<file path="src/cdo_pkg.sv">
// Package for the calendar date day offset block.
// Holds the field widths, the step unit's request types and the month length table.
// Used by cdo_step and calendar_date_day_offset; depends on nothing.
package cdo_pkg;

	localparam int YEAR_W  = 16;
	localparam int MONTH_W = 4;
	localparam int DAY_W   = 6;
	localparam int OFS_W   = 16;
	localparam int R25_W   = 5;
	localparam int CNT_W   = OFS_W + 1;

	localparam logic signed [YEAR_W-1:0] YEAR_MIN     = 16'sh8000;
	localparam logic signed [YEAR_W-1:0] YEAR_MAX     = 16'sh7FFF;
	localparam logic signed [YEAR_W-1:0] MAX_YEAR_RST = 16'sd2020;

	localparam logic [MONTH_W-1:0] M_JAN = 4'd1;
	localparam logic [MONTH_W-1:0] M_FEB = 4'd2;
	localparam logic [MONTH_W-1:0] M_DEC = 4'd12;

	// Reciprocal of 25 scaled by 2^17; exact for magnitudes up to 32768.
	localparam int RECIP_SHIFT = 17;
	localparam logic [12:0] RECIP_25 = 13'd5243;
	localparam logic [R25_W-1:0] R25_TOP = 5'd24;

	typedef struct packed {
		logic signed [YEAR_W-1:0] year;
		logic [MONTH_W-1:0]       month;
		logic [DAY_W-1:0]         day;
		logic [R25_W-1:0]         r25;   // year mod 25, in 0..24
		logic                     back;  // 1 steps one day back
	} step_req_t;

	typedef struct packed {
		logic signed [YEAR_W-1:0] year;
		logic [MONTH_W-1:0]       month;
		logic [DAY_W-1:0]         day;
		logic [R25_W-1:0]         r25;
		logic                     blocked;  // step would leave the year range
	} step_rsp_t;

	// Gregorian leap rule from the low year bits and the year's residue mod 25.
	function automatic logic is_leap(logic signed [YEAR_W-1:0] y, logic [R25_W-1:0] r);
		is_leap = (y[1:0] == 2'b00) && ((r != '0) || (y[3:0] == 4'b0000));
	endfunction

	function automatic logic [DAY_W-1:0] month_len(logic [MONTH_W-1:0] m, logic leap);
		case (m)
			4'd1, 4'd3, 4'd5, 4'd7, 4'd8, 4'd10, 4'd12: month_len = 6'd31;
			4'd4, 4'd6, 4'd9, 4'd11:                   month_len = 6'd30;
			4'd2:                                       month_len = leap ? 6'd29 : 6'd28;
			default:                                    month_len = 6'd0;
		endcase
	endfunction

endpackage

</file>
<file path="src/cdo_step.sv">
// One-day date step unit: moves a date one day forward or back with rollover.
// Shared by every iteration of the sequencer in calendar_date_day_offset.
// Depends on cdo_pkg.
module cdo_step (
	input  cdo_pkg::step_req_t req,
	output cdo_pkg::step_rsp_t rsp
);

	logic                          leap;
	logic [cdo_pkg::DAY_W-1:0]     len_cur;
	logic [cdo_pkg::DAY_W-1:0]     len_prev;
	logic [cdo_pkg::MONTH_W-1:0]   month_prev;

	assign leap       = cdo_pkg::is_leap(req.year, req.r25);
	assign month_prev = req.month - cdo_pkg::MONTH_W'(1);
	assign len_cur    = cdo_pkg::month_len(req.month, leap);
	assign len_prev   = cdo_pkg::month_len(month_prev, leap);

	always_comb begin
		rsp.year    = req.year;
		rsp.month   = req.month;
		rsp.day     = req.day;
		rsp.r25     = req.r25;
		rsp.blocked = 1'b0;
		if (!req.back) begin
			if (req.day < len_cur) begin
				rsp.day = req.day + cdo_pkg::DAY_W'(1);
			end else if (req.month < cdo_pkg::M_DEC) begin
				rsp.month = req.month + cdo_pkg::MONTH_W'(1);
				rsp.day   = cdo_pkg::DAY_W'(1);
			end else if (req.year != cdo_pkg::YEAR_MAX) begin
				rsp.year  = req.year + cdo_pkg::YEAR_W'(1);
				rsp.month = cdo_pkg::M_JAN;
				rsp.day   = cdo_pkg::DAY_W'(1);
				rsp.r25   = (req.r25 == cdo_pkg::R25_TOP) ? '0 : req.r25 + cdo_pkg::R25_W'(1);
			end else begin
				rsp.blocked = 1'b1;
			end
		end else begin
			if (req.day > cdo_pkg::DAY_W'(1)) begin
				rsp.day = req.day - cdo_pkg::DAY_W'(1);
			end else if (req.month > cdo_pkg::M_JAN) begin
				rsp.month = month_prev;
				rsp.day   = len_prev;
			end else if (req.year != cdo_pkg::YEAR_MIN) begin
				rsp.year  = req.year - cdo_pkg::YEAR_W'(1);
				rsp.month = cdo_pkg::M_DEC;
				rsp.day   = cdo_pkg::DAY_W'(31);
				rsp.r25   = (req.r25 == '0) ? cdo_pkg::R25_TOP : req.r25 - cdo_pkg::R25_W'(1);
			end else begin
				rsp.blocked = 1'b1;
			end
		end
	end

endmodule

</file>
<file path="src/calendar_date_day_offset.sv">
// Top level of the calendar date day offset block: sequencer, registers, ports.
// Checks a Gregorian date and moves it by a signed day count, one day per cycle.
// Depends on cdo_pkg and cdo_step.
//
//  channel   dir  fields (lowest bit first)
//  s_*       in   in_year[15:0] in_month[19:16] in_day[25:20] day_offset[41:26]
//  m_*       out  out_year[15:0] out_month[19:16] out_day[25:20] input_is_leap[26]
//                 input_is_valid[27] year_overflow[28]
//  cfg_*     in   max_valid_year[15:0], written when cfg_we is high
//
// A request passes through acceptance, the mod-25 multiply, the validity check,
// one pass of the step unit per day and the load of the result register. An
// invalid date skips the stepping; a stop at the year range bound sets the
// overflow flag and ends the stepping early.
// s_tready is high only while the sequencer is idle; a finished result moves to
// the output register once that is free, so the next request can be taken while
// the previous result still waits. Reset clears control and sets max_valid_year to 2020.
module calendar_date_day_offset (
	input  logic        clk,
	input  logic        arst_n,
	input  logic        s_tvalid,
	output logic        s_tready,
	input  logic [47:0] s_tdata,   // in_year, in_month, in_day, day_offset, zero fill
	output logic        m_tvalid,
	input  logic        m_tready,
	output logic [31:0] m_tdata,   // out_year, out_month, out_day, input_is_leap,
	                               // input_is_valid, year_overflow, zero fill
	input  logic        cfg_we,
	input  logic [15:0] cfg_wdata  // max_valid_year
);

	typedef enum logic [3:0] {
		ST_IDLE = 4'b0001,
		ST_MUL  = 4'b0010,
		ST_CHK  = 4'b0100,
		ST_STEP = 4'b1000
	} state_t;

	state_t state_q;

	logic signed [cdo_pkg::YEAR_W-1:0] max_year_q;
	logic signed [cdo_pkg::YEAR_W-1:0] year_q;
	logic [cdo_pkg::MONTH_W-1:0]       month_q;
	logic [cdo_pkg::DAY_W-1:0]         day_q;
	logic [cdo_pkg::R25_W-1:0]         r25_q;
	logic [cdo_pkg::OFS_W-1:0]         ofs_q;
	logic [cdo_pkg::CNT_W-1:0]         cnt_q;
	logic [cdo_pkg::CNT_W-1:0]         mag_q;
	logic [29:0]                       prod_q;
	logic                              back_q;
	logic                              leap_q;
	logic                              valid_q;
	logic                              ovf_q;

	logic                              m_tvalid_q;
	logic signed [cdo_pkg::YEAR_W-1:0] out_year_q;
	logic [cdo_pkg::MONTH_W-1:0]       out_month_q;
	logic [cdo_pkg::DAY_W-1:0]         out_day_q;
	logic                              out_leap_q;
	logic                              out_valid_q;
	logic                              out_ovf_q;

	cdo_pkg::step_req_t step_req;
	cdo_pkg::step_rsp_t step_rsp;

	logic [cdo_pkg::CNT_W-1:0]   q25;
	logic [cdo_pkg::CNT_W-1:0]   rem_full;
	logic [cdo_pkg::R25_W-1:0]   rem;
	logic [cdo_pkg::R25_W-1:0]   r25_init;
	logic                        leap_in;
	logic                        valid_in;
	logic                        out_free;
	logic                        done;

	assign s_tready = (state_q == ST_IDLE);
	assign m_tvalid = m_tvalid_q;
	assign m_tdata  = {3'b000, out_ovf_q, out_valid_q, out_leap_q,
	                   out_day_q, out_month_q, out_year_q};

	// Remainder of |year| by 25 from the registered reciprocal product.
	assign q25      = {4'b0000, prod_q[29:cdo_pkg::RECIP_SHIFT]};
	assign rem_full = mag_q - cdo_pkg::CNT_W'(q25 * cdo_pkg::CNT_W'(25));
	assign rem      = rem_full[cdo_pkg::R25_W-1:0];
	assign r25_init = (year_q[cdo_pkg::YEAR_W-1] && rem != '0) ?
	                  cdo_pkg::R25_W'(25) - rem : rem;
	assign leap_in  = cdo_pkg::is_leap(year_q, rem);
	assign valid_in = (year_q <= max_year_q) && (month_q >= cdo_pkg::M_JAN) &&
	                  (month_q <= cdo_pkg::M_DEC) && (day_q != '0) &&
	                  (day_q <= cdo_pkg::month_len(month_q, leap_in));

	assign step_req.year  = year_q;
	assign step_req.month = month_q;
	assign step_req.day   = day_q;
	assign step_req.r25   = r25_q;
	assign step_req.back  = back_q;

	cdo_step u_step (
		.req (step_req),
		.rsp (step_rsp)
	);

	assign out_free = !m_tvalid_q || m_tready;
	assign done     = (cnt_q == '0) || ovf_q;

	always_ff @(posedge clk or negedge arst_n) begin
		if (!arst_n) begin
			max_year_q <= cdo_pkg::MAX_YEAR_RST;
		end else if (cfg_we) begin
			max_year_q <= cfg_wdata;
		end
	end

	// A new result may replace one that leaves at the same edge.
	always_ff @(posedge clk or negedge arst_n) begin
		if (!arst_n) begin
			m_tvalid_q <= 1'b0;
		end else if (state_q == ST_STEP && done && out_free) begin
			m_tvalid_q <= 1'b1;
		end else if (m_tready) begin
			m_tvalid_q <= 1'b0;
		end
	end

	always_ff @(posedge clk or negedge arst_n) begin
		if (!arst_n) begin
			state_q <= ST_IDLE;
		end else begin
			case (state_q)
				ST_IDLE: begin
					if (s_tvalid) begin
						state_q <= ST_MUL;
					end
				end
				ST_MUL: begin
					state_q <= ST_CHK;
				end
				ST_CHK: begin
					state_q <= ST_STEP;
				end
				ST_STEP: begin
					if (done && out_free) begin
						state_q <= ST_IDLE;
					end
				end
				default: begin
					state_q <= ST_IDLE;
				end
			endcase
		end
	end

	always_ff @(posedge clk) begin
		case (state_q)
			ST_IDLE: begin
				if (s_tvalid) begin
					year_q  <= s_tdata[15:0];
					month_q <= s_tdata[19:16];
					day_q   <= s_tdata[25:20];
					ofs_q   <= s_tdata[41:26];
					mag_q   <= s_tdata[15] ? cdo_pkg::CNT_W'(-$signed({s_tdata[15], s_tdata[15:0]}))
					                       : {1'b0, s_tdata[15:0]};
				end
			end
			ST_MUL: begin
				prod_q <= 30'(mag_q * cdo_pkg::RECIP_25);
				back_q <= ofs_q[cdo_pkg::OFS_W-1];
			end
			ST_CHK: begin
				r25_q   <= r25_init;
				leap_q  <= leap_in;
				valid_q <= valid_in;
				ovf_q   <= 1'b0;
				// An invalid date skips stepping and leaves the fields unchanged.
				if (!valid_in) begin
					cnt_q <= '0;
				end else if (back_q) begin
					cnt_q <= cdo_pkg::CNT_W'(-$signed({ofs_q[cdo_pkg::OFS_W-1], ofs_q}));
				end else begin
					cnt_q <= {1'b0, ofs_q};
				end
			end
			ST_STEP: begin
				if (done) begin
					if (out_free) begin
						out_year_q  <= year_q;
						out_month_q <= month_q;
						out_day_q   <= day_q;
						out_leap_q  <= leap_q;
						out_valid_q <= valid_q;
						out_ovf_q   <= ovf_q;
					end
				end else if (step_rsp.blocked) begin
					ovf_q <= 1'b1;
				end else begin
					year_q  <= step_rsp.year;
					month_q <= step_rsp.month;
					day_q   <= step_rsp.day;
					r25_q   <= step_rsp.r25;
					cnt_q   <= cnt_q - cdo_pkg::CNT_W'(1);
				end
			end
			default: begin
			end
		endcase
	end

endmodule

</file>
<file path="config.mk">
export PLATFORM = sky130hd
export DESIGN_NAME = calendar_date_day_offset
export DESIGN_NICKNAME = d
export VERILOG_FILES = /design/src/cdo_pkg.sv /design/src/cdo_step.sv /design/src/calendar_date_day_offset.sv
export SDC_FILE = /design/constraint.sdc
export NUM_CORES = 1
export LEC_CHECK = 0
export ABC_AREA = 1
export ABC_CLOCK_PERIOD_IN_PS = 5500
export BUFFER_PORTS_ARGS = -buffer_cell sky130_fd_sc_hd__buf_4
export CORE_MARGIN = 1.5
export CORE_UTILIZATION = 45
export CTS_CLUSTER_DIAMETER = 120
export CTS_CLUSTER_SIZE = 40
export DETAILED_ROUTE_END_ITERATION = 7
export PLACE_DENSITY = 0.65
export SLEW_MARGIN = 15
export SYNTH_ARGS = -nofsm -noshare
export SYNTH_HDL_FRONTEND = slang
export SYNTH_SLANG_ARGS = --single-unit
</file>
<file path="constraint.sdc">
create_clock -name clk -period 5.5 [get_ports clk]
set_input_delay 0.275 -clock clk [delete_from_list [all_inputs] [get_ports clk]]
set_output_delay 0.275 -clock clk [all_outputs]
set_load 0.005 [all_outputs]
</file>
======== Yosys cells after proc, flatten, opt, wreduce, memory -nomap -nowiden ========
Index checks and enable logic that the tools add are counted.
operators by class
  $add $sub $neg .......................... 13
  multipliers ............................. 2
  $lt $le $gt $ge ......................... 8
  equality and inequality tests ........... 46
  multiplexer cells ....................... 54
  reductions and logical operators ........ 38
operators by type and width
  kind                                                                   count
  16-bit two-way mux                                                     5
  17-bit two-way mux                                                     4
  31-bit two-way mux                                                     2
  6-bit two-way mux                                                      9
  4-bit equality test, second input constant                             11
  20-bit two-way mux                                                     2
  4-bit by 3-bit equality test with 1-bit output, second input constant  9
  6-bit case mux with 3 select lines                                     2
  16-bit negation with 17-bit output                                     2
  17-bit case mux with 2 select lines                                    1
  32-bit two-way mux                                                     1
  16-bit != test, second input constant                                  2
  16-bit case mux with 2 select lines                                    1
  17-bit by 13-bit multiplier with 30-bit output, second input constant  1
  5-bit two-way mux                                                      5
  4-bit by 2-bit equality test with 1-bit output, second input constant  5
  10-bit two-way mux                                                     2
  4-bit two-way mux                                                      5
  17-bit zero test                                                       1
  17-bit by 1-bit subtractor with 17-bit output, second input constant   1
  16-bit by 2-bit adder with 16-bit output, second input constant        1
  16-bit less-or-equal comparator                                        1
  4-bit case mux with 4 select lines                                     1
  16-bit by 2-bit subtractor with 16-bit output, second input constant   1
  48 further kinds                                                       86
storage, ports and cells
  bits in registers ....................... 165
  input bits .............................. 69
  output and inout bits ................... 34
  logic and storage cells ................. 183

======== Depth between registers and ports, before layout ========
  depth after elaboration ................. 11
  mapped depth ............................ 24
  depth with buffers taken out ............ 24

======== Modules after synthesis ========
From an unflattened synthesis, not the netlist that was laid out.
second synthesis, totals
  cell total of the unflattened synthesis .. 1,808
  area, all modules ....................... 14,020.9 um2
by module, submodules not included
  module                    instances  cells each  area each (um2)  sequential area each (um2)
  calendar_date_day_offset  1          1,190       10,879.2         4,108.9
  cdo_step                  1          618         3,141.8          0.0

======== Least setup slack after synthesis ========
OpenSTA, ideal clock, no wires.
  path type ............................... register to register
  start point ............................. register state_q[0]
  end point ............................... register year_q[0] in the netlist's numbering (enable)
  arrival time ............................ 5,071 ps
  path slack .............................. 41 ps
  stages on the path, launching flop included .. 5
  path buffers ............................ 0
  period minus slack after synthesis ...... 5,459 ps
  cell sequence ........................... dfstp_2 > inv_1 > nor4_1 > nor2_1 > nor2_1
between the ends
  longest elaborated chain between the ends .. 3
  elaborated cells between the ends (all ways) .. 13
  classes of those cells .................. eq/ne (11); reduce/logical (2)
RTL lines
  element                                                                                       line                             text
  from (decl)                                                                                   calendar_date_day_offset.sv:39   state_t state_q;
  from (signal assigned)                                                                        calendar_date_day_offset.sv:126  state_q <= ST_IDLE;
  from (signal assigned)                                                                        calendar_date_day_offset.sv:131  state_q <= ST_MUL;
  from (signal assigned)                                                                        calendar_date_day_offset.sv:135  state_q <= ST_CHK;
  4-bit equality test / 4-bit by 1-bit equality test with 1-bit output (equally long branches)  calendar_date_day_offset.sv:153  case (state_q)
  3-bit != test (no source line), or another cell as far along                                  n/a
  10-bit AND reduction (no source line) *                                                       n/a
  to (signal assigned)                                                                          calendar_date_day_offset.sv:156  year_q <= s_tdata[15:0];
  to (signal assigned)                                                                          calendar_date_day_offset.sv:195  year_q <= step_rsp.year;
  to (decl)                                                                                     calendar_date_day_offset.sv:42   logic signed [cdo_pkg::YEAR_W-1:0] year_q;
Every way passes the cells marked *; elsewhere a longest branch is shown, timed or not.
A chain may end at the register's enable or synchronous reset.

======== Worst setup path after layout ========
  start point ............................. register mag_q[14] in the netlist's numbering
  end point ............................... register prod_q[21] (data pin)
between the ends
  longest elaborated chain between the ends .. 1
RTL lines
  element                                         line                             text
  from (decl)                                     calendar_date_day_offset.sv:48   logic [cdo_pkg::CNT_W-1:0] mag_q;
  from (signal assigned)                          calendar_date_day_offset.sv:160  mag_q <= s_tdata[15] ? cdo_pkg::CNT_W'(-$signed({s_tdata[15], s_tdata[15:0]}))
  17-bit by 13-bit multiplier with 30-bit output  calendar_date_day_offset.sv:165  prod_q <= 30'(mag_q * cdo_pkg::RECIP_25);
  to (signal assigned)                            calendar_date_day_offset.sv:165
  to (decl)                                       calendar_date_day_offset.sv:49   logic [29:0] prod_q;
Every way passes these cells.

==> results.cfg <==
[synthesis]
synth_area_um2 = 12400
synthMuxAreaShare = 0.000910
synth_area_leaders = edfxtp_1 29%, ha_1 14%, fa_1 12%
synth_compound_area_frac = 0.0918
synthAdderAreaFrac = 0.264
syn_area_per_cell_um2 = 8.97
synthArstFlopShare = 0.150
yosysWarnings = 0
yosysSeqAreaShare = 0.332
synthXorXnorAreaFrac = 0.0452
synth_top_area_share = 0.289
ys_types = 61
synth_top_family_by_area = adder cells
synth_edf_count = 119
ys_seq_elements = 140
synth_cells = 1380
yosys.area_share.simple = 0.167
yosys.area.top_type = edfxtp_1
synthFlopType = edfxtp_1

[clock_tree]
post-cts-setup-buffers = 0
clkLatencyLatePin_ns = 0.43
cts_tree = done
cts.clk_slew.worst_paths_ns = 0.06
htree_levels = 4
clock-root-buffer = clkbuf_16
cts_buffers = 17
cts_resized = 0
clock_sinks = 140
clock_path_buffers = 2

[drt]
drc = 0
wl_met3_um = 1260
wl_met2_um = 13800
drt_pre_antenna_iters = 6
wire_per_inst_um = 15.4
finalWirelength_um = 28100
highest_layer = met4
vias = 9559
drt-vias-per-instance = 5.23
drt-met1-wl_um = 12300
drt_iter0_drc = 513
final_antenna_net_count = 0

[global_routing]
first_global_vias = 9489
grt_pass1_wl_um = 46300
gr-total-overflow = 0
grt_max_degree = 49
grtUsageTotal = 0.208
antenna_found_initial = 0

[floorplan]
die_w_um = 169
ios = 103
rows = 60
coreArea_um2 = 27000
die_area_um2 = 28500
die_height_um = 169
start_util = 0.459

[min_path]
min_path_type = in -> reg
hold_path_depth = 1
min_to = ofs_q[10]$_DFFE_PP_
hold_start = s_tdata[36]

[run_status]
status = complete, no violations

[sta]
relSlewSlack = 0.305
finalSetupViolCount = 0
period_needed_ns = 4.90
fin_worst_skew_ns = 0.00724
setup-tns-final_ns = 0
slew_viol_final = 0
finalHoldViolCount = 0
worst_slew_pin_slew_ns = 1.04
fmax_mhz = 204
rsz0062_at_grt = false
finalCritPeriodShare = 0.891

[place]
io_buffers = 93
hpwl_um = 22300
place_congestion = 0.914

[finish]
nFillCells = 2462
layout.nets = 1759
drive_above_1_share = 0.127
diodes = 0
area_growth_pct = 13.3

[critical_path]
reg2reg_to = prod_q[21]$_DFFE_PP_
setup.worst_path.start_class = flip-flop
crit_path_max_fanout = 6
cp_data_arrival_time_ns = 5.07
critPathCaptureType = flip-flop
r2r_slack_ns = 0.60
required_ns = 5.67
r2r_start = mag_q[14]$_DFFE_PP_
ff2ff_path_depth = 16
crit_type = reg -> reg

[job]
cap_violations = 0
[layout by cell type, fill, tap and decap left out, types with 4 or more instances in the layout]
cell	netlist	final
nand4_1	27	27
xnor2_1	17	17
o21ai_0	65	65
o31ai_1	6	6
inv_2	10	10
a21oi_1	49	49
nor2_2	6	6
nor2_1	95	94
a22oi_1	4	4
dfstp_2	8	8
a21o_1	7	7
o211ai_1	8	8
nor4_1	9	8
nand2_2	10	10
or2_2	5	5
dfrtp_1	13	13
inv_1	277	277
o21ai_1	17	17
nand3b_1	6	6
buf_4	7	98
a31oi_1	12	12
conb_1	1	4
clkinv_2	0	5
xor2_1	45	45
nor3_1	15	15
nand3_1	57	57
nand2_1	206	206
ha_1	138	138
fa_1	77	77
clkbuf_16	0	17
edfxtp_1	119	119
[how the worst max path moves through the flow]
| stage | startpoint | to | cells past startpoint |
|---|---|---|---|
| after floorplan | state_q[0]$_DFFE_PN1P_ | year_q[0]$_DFFE_PP_ | 4 |
| final | mag_q[14]$_DFFE_PP_ | prod_q[21]$_DFFE_PP_ | 16 |
| after detailed placement | mag_q[14]$_DFFE_PP_ | prod_q[21]$_DFFE_PP_ | 16 |
| after global placement | mag_q[14]$_DFFE_PP_ | prod_q[21]$_DFFE_PP_ | 16 |
| after global routing | mag_q[14]$_DFFE_PP_ | prod_q[21]$_DFFE_PP_ | 16 |
| after CTS | mag_q[14]$_DFFE_PP_ | prod_q[21]$_DFFE_PP_ | 16 |
[cells by family after synthesis]
| logic type | Yosys count |
|---|---|
| buffers and inverters | 316 |
| other | 1 |
| adders and majority gates | 215 |
| AOI/OAI and AO/OA | 192 |
| and+or+nand+nor | 452 |
| muxes | 1 |
| xor gates and xnor gates | 63 |
| DFF | 140 |
[layer usage]
metal / global-route usage / vias up
li1: - / 4700
met1: 0.268 / 4547
met2: 0.360 / 253
met3: 0.0262 / 59
met4: 0.0753 / 0
met5: 0 / -
[state kept, by name, summed over array words and instances (netlist names), 4 cells and up]
register / count
state_q: 4
month_q: 4
out_year_q: 16
out_day_q: 6
day_q: 6
prod_q: 5
max_year_q: 16
out_month_q: 4
cnt_q: 17
r25_q: 5
mag_q: 17
ofs_q: 16
year_q: 16
[cell type report]
class,count,area (µm²),area share
clock buffer,20,437,0.0311
inverter,290,1090,0.0776
sequential,140,4110,0.293
timing repair buffer,99,746,0.0532
multi-input combinational,927,7070,0.504
tap,341,427,0.0304
clock inverter,12,148,0.0105
[Yosys cell counts (5+ instances only)]
cell,n
ha_1,138
clkbuf_1,11
nor3_1,15
dfstp_2,8
buf_2,6
nand2_2,10
edfxtp_1,119
or2_2,5
nor2_2,6
a31oi_1,12
dfrtp_1,13
nand3_1,57
a21oi_1,49
nand3b_1,6
xnor2_1,17
inv_1,277
nor2_1,95
fa_1,77
o21ai_1,17
inv_2,10
buf_4,7
o211ai_1,8
nand4_1,27
xor2_1,45
nor4_1,9
nand2_1,206
o21ai_0,65
a21o_1,7
o31ai_1,6
[worst max-delay path: stages (launching register included)]
cell	delay (ns)
edfxtp_1	0.53
inv_1	0.16
fa_1	0.55
inv_1	0.04
ha_1	0.29
fa_1	0.48
fa_1	0.55
inv_1	0.06
fa_1	0.53
inv_1	0.06
ha_1	0.30
inv_1	0.08
nor3_1	0.26
nor3b_1	0.32
nand3_1	0.11
o211ai_1	0.22
xor2_1	0.10
[per-stage QoR]
stage | instances | hold WS [ns] | cell area (µm²) | util | setup slack (ns)
2_1_floorplan | 1383 | -0.0206 | 12400 | - | 0.0406
4_1_cts | 1829 | 0.00477 | 14000 | 0.520 | 0.586
6_report | 1829 | 0.0204 | 14000 | 0.520 | 0.597
3_3_place_gp | 1796 | 0.187 | 13400 | 0.498 | 0.689
5_1_grt | 1829 | 0.00484 | 14000 | 0.520 | 0.194
3_5_place_dp | 1796 | 0.189 | 13400 | 0.498 | 0.609
[what timing repair did]
item | CTS | global route
endpoints found under the setup margin | 0 | 0
hold buffers | 1 | 0
hold endpoints to repair | 14 | 0
Power is not shown: default switching activity piles up to over one toggle a cycle in this logic, so the estimate is an artifact.
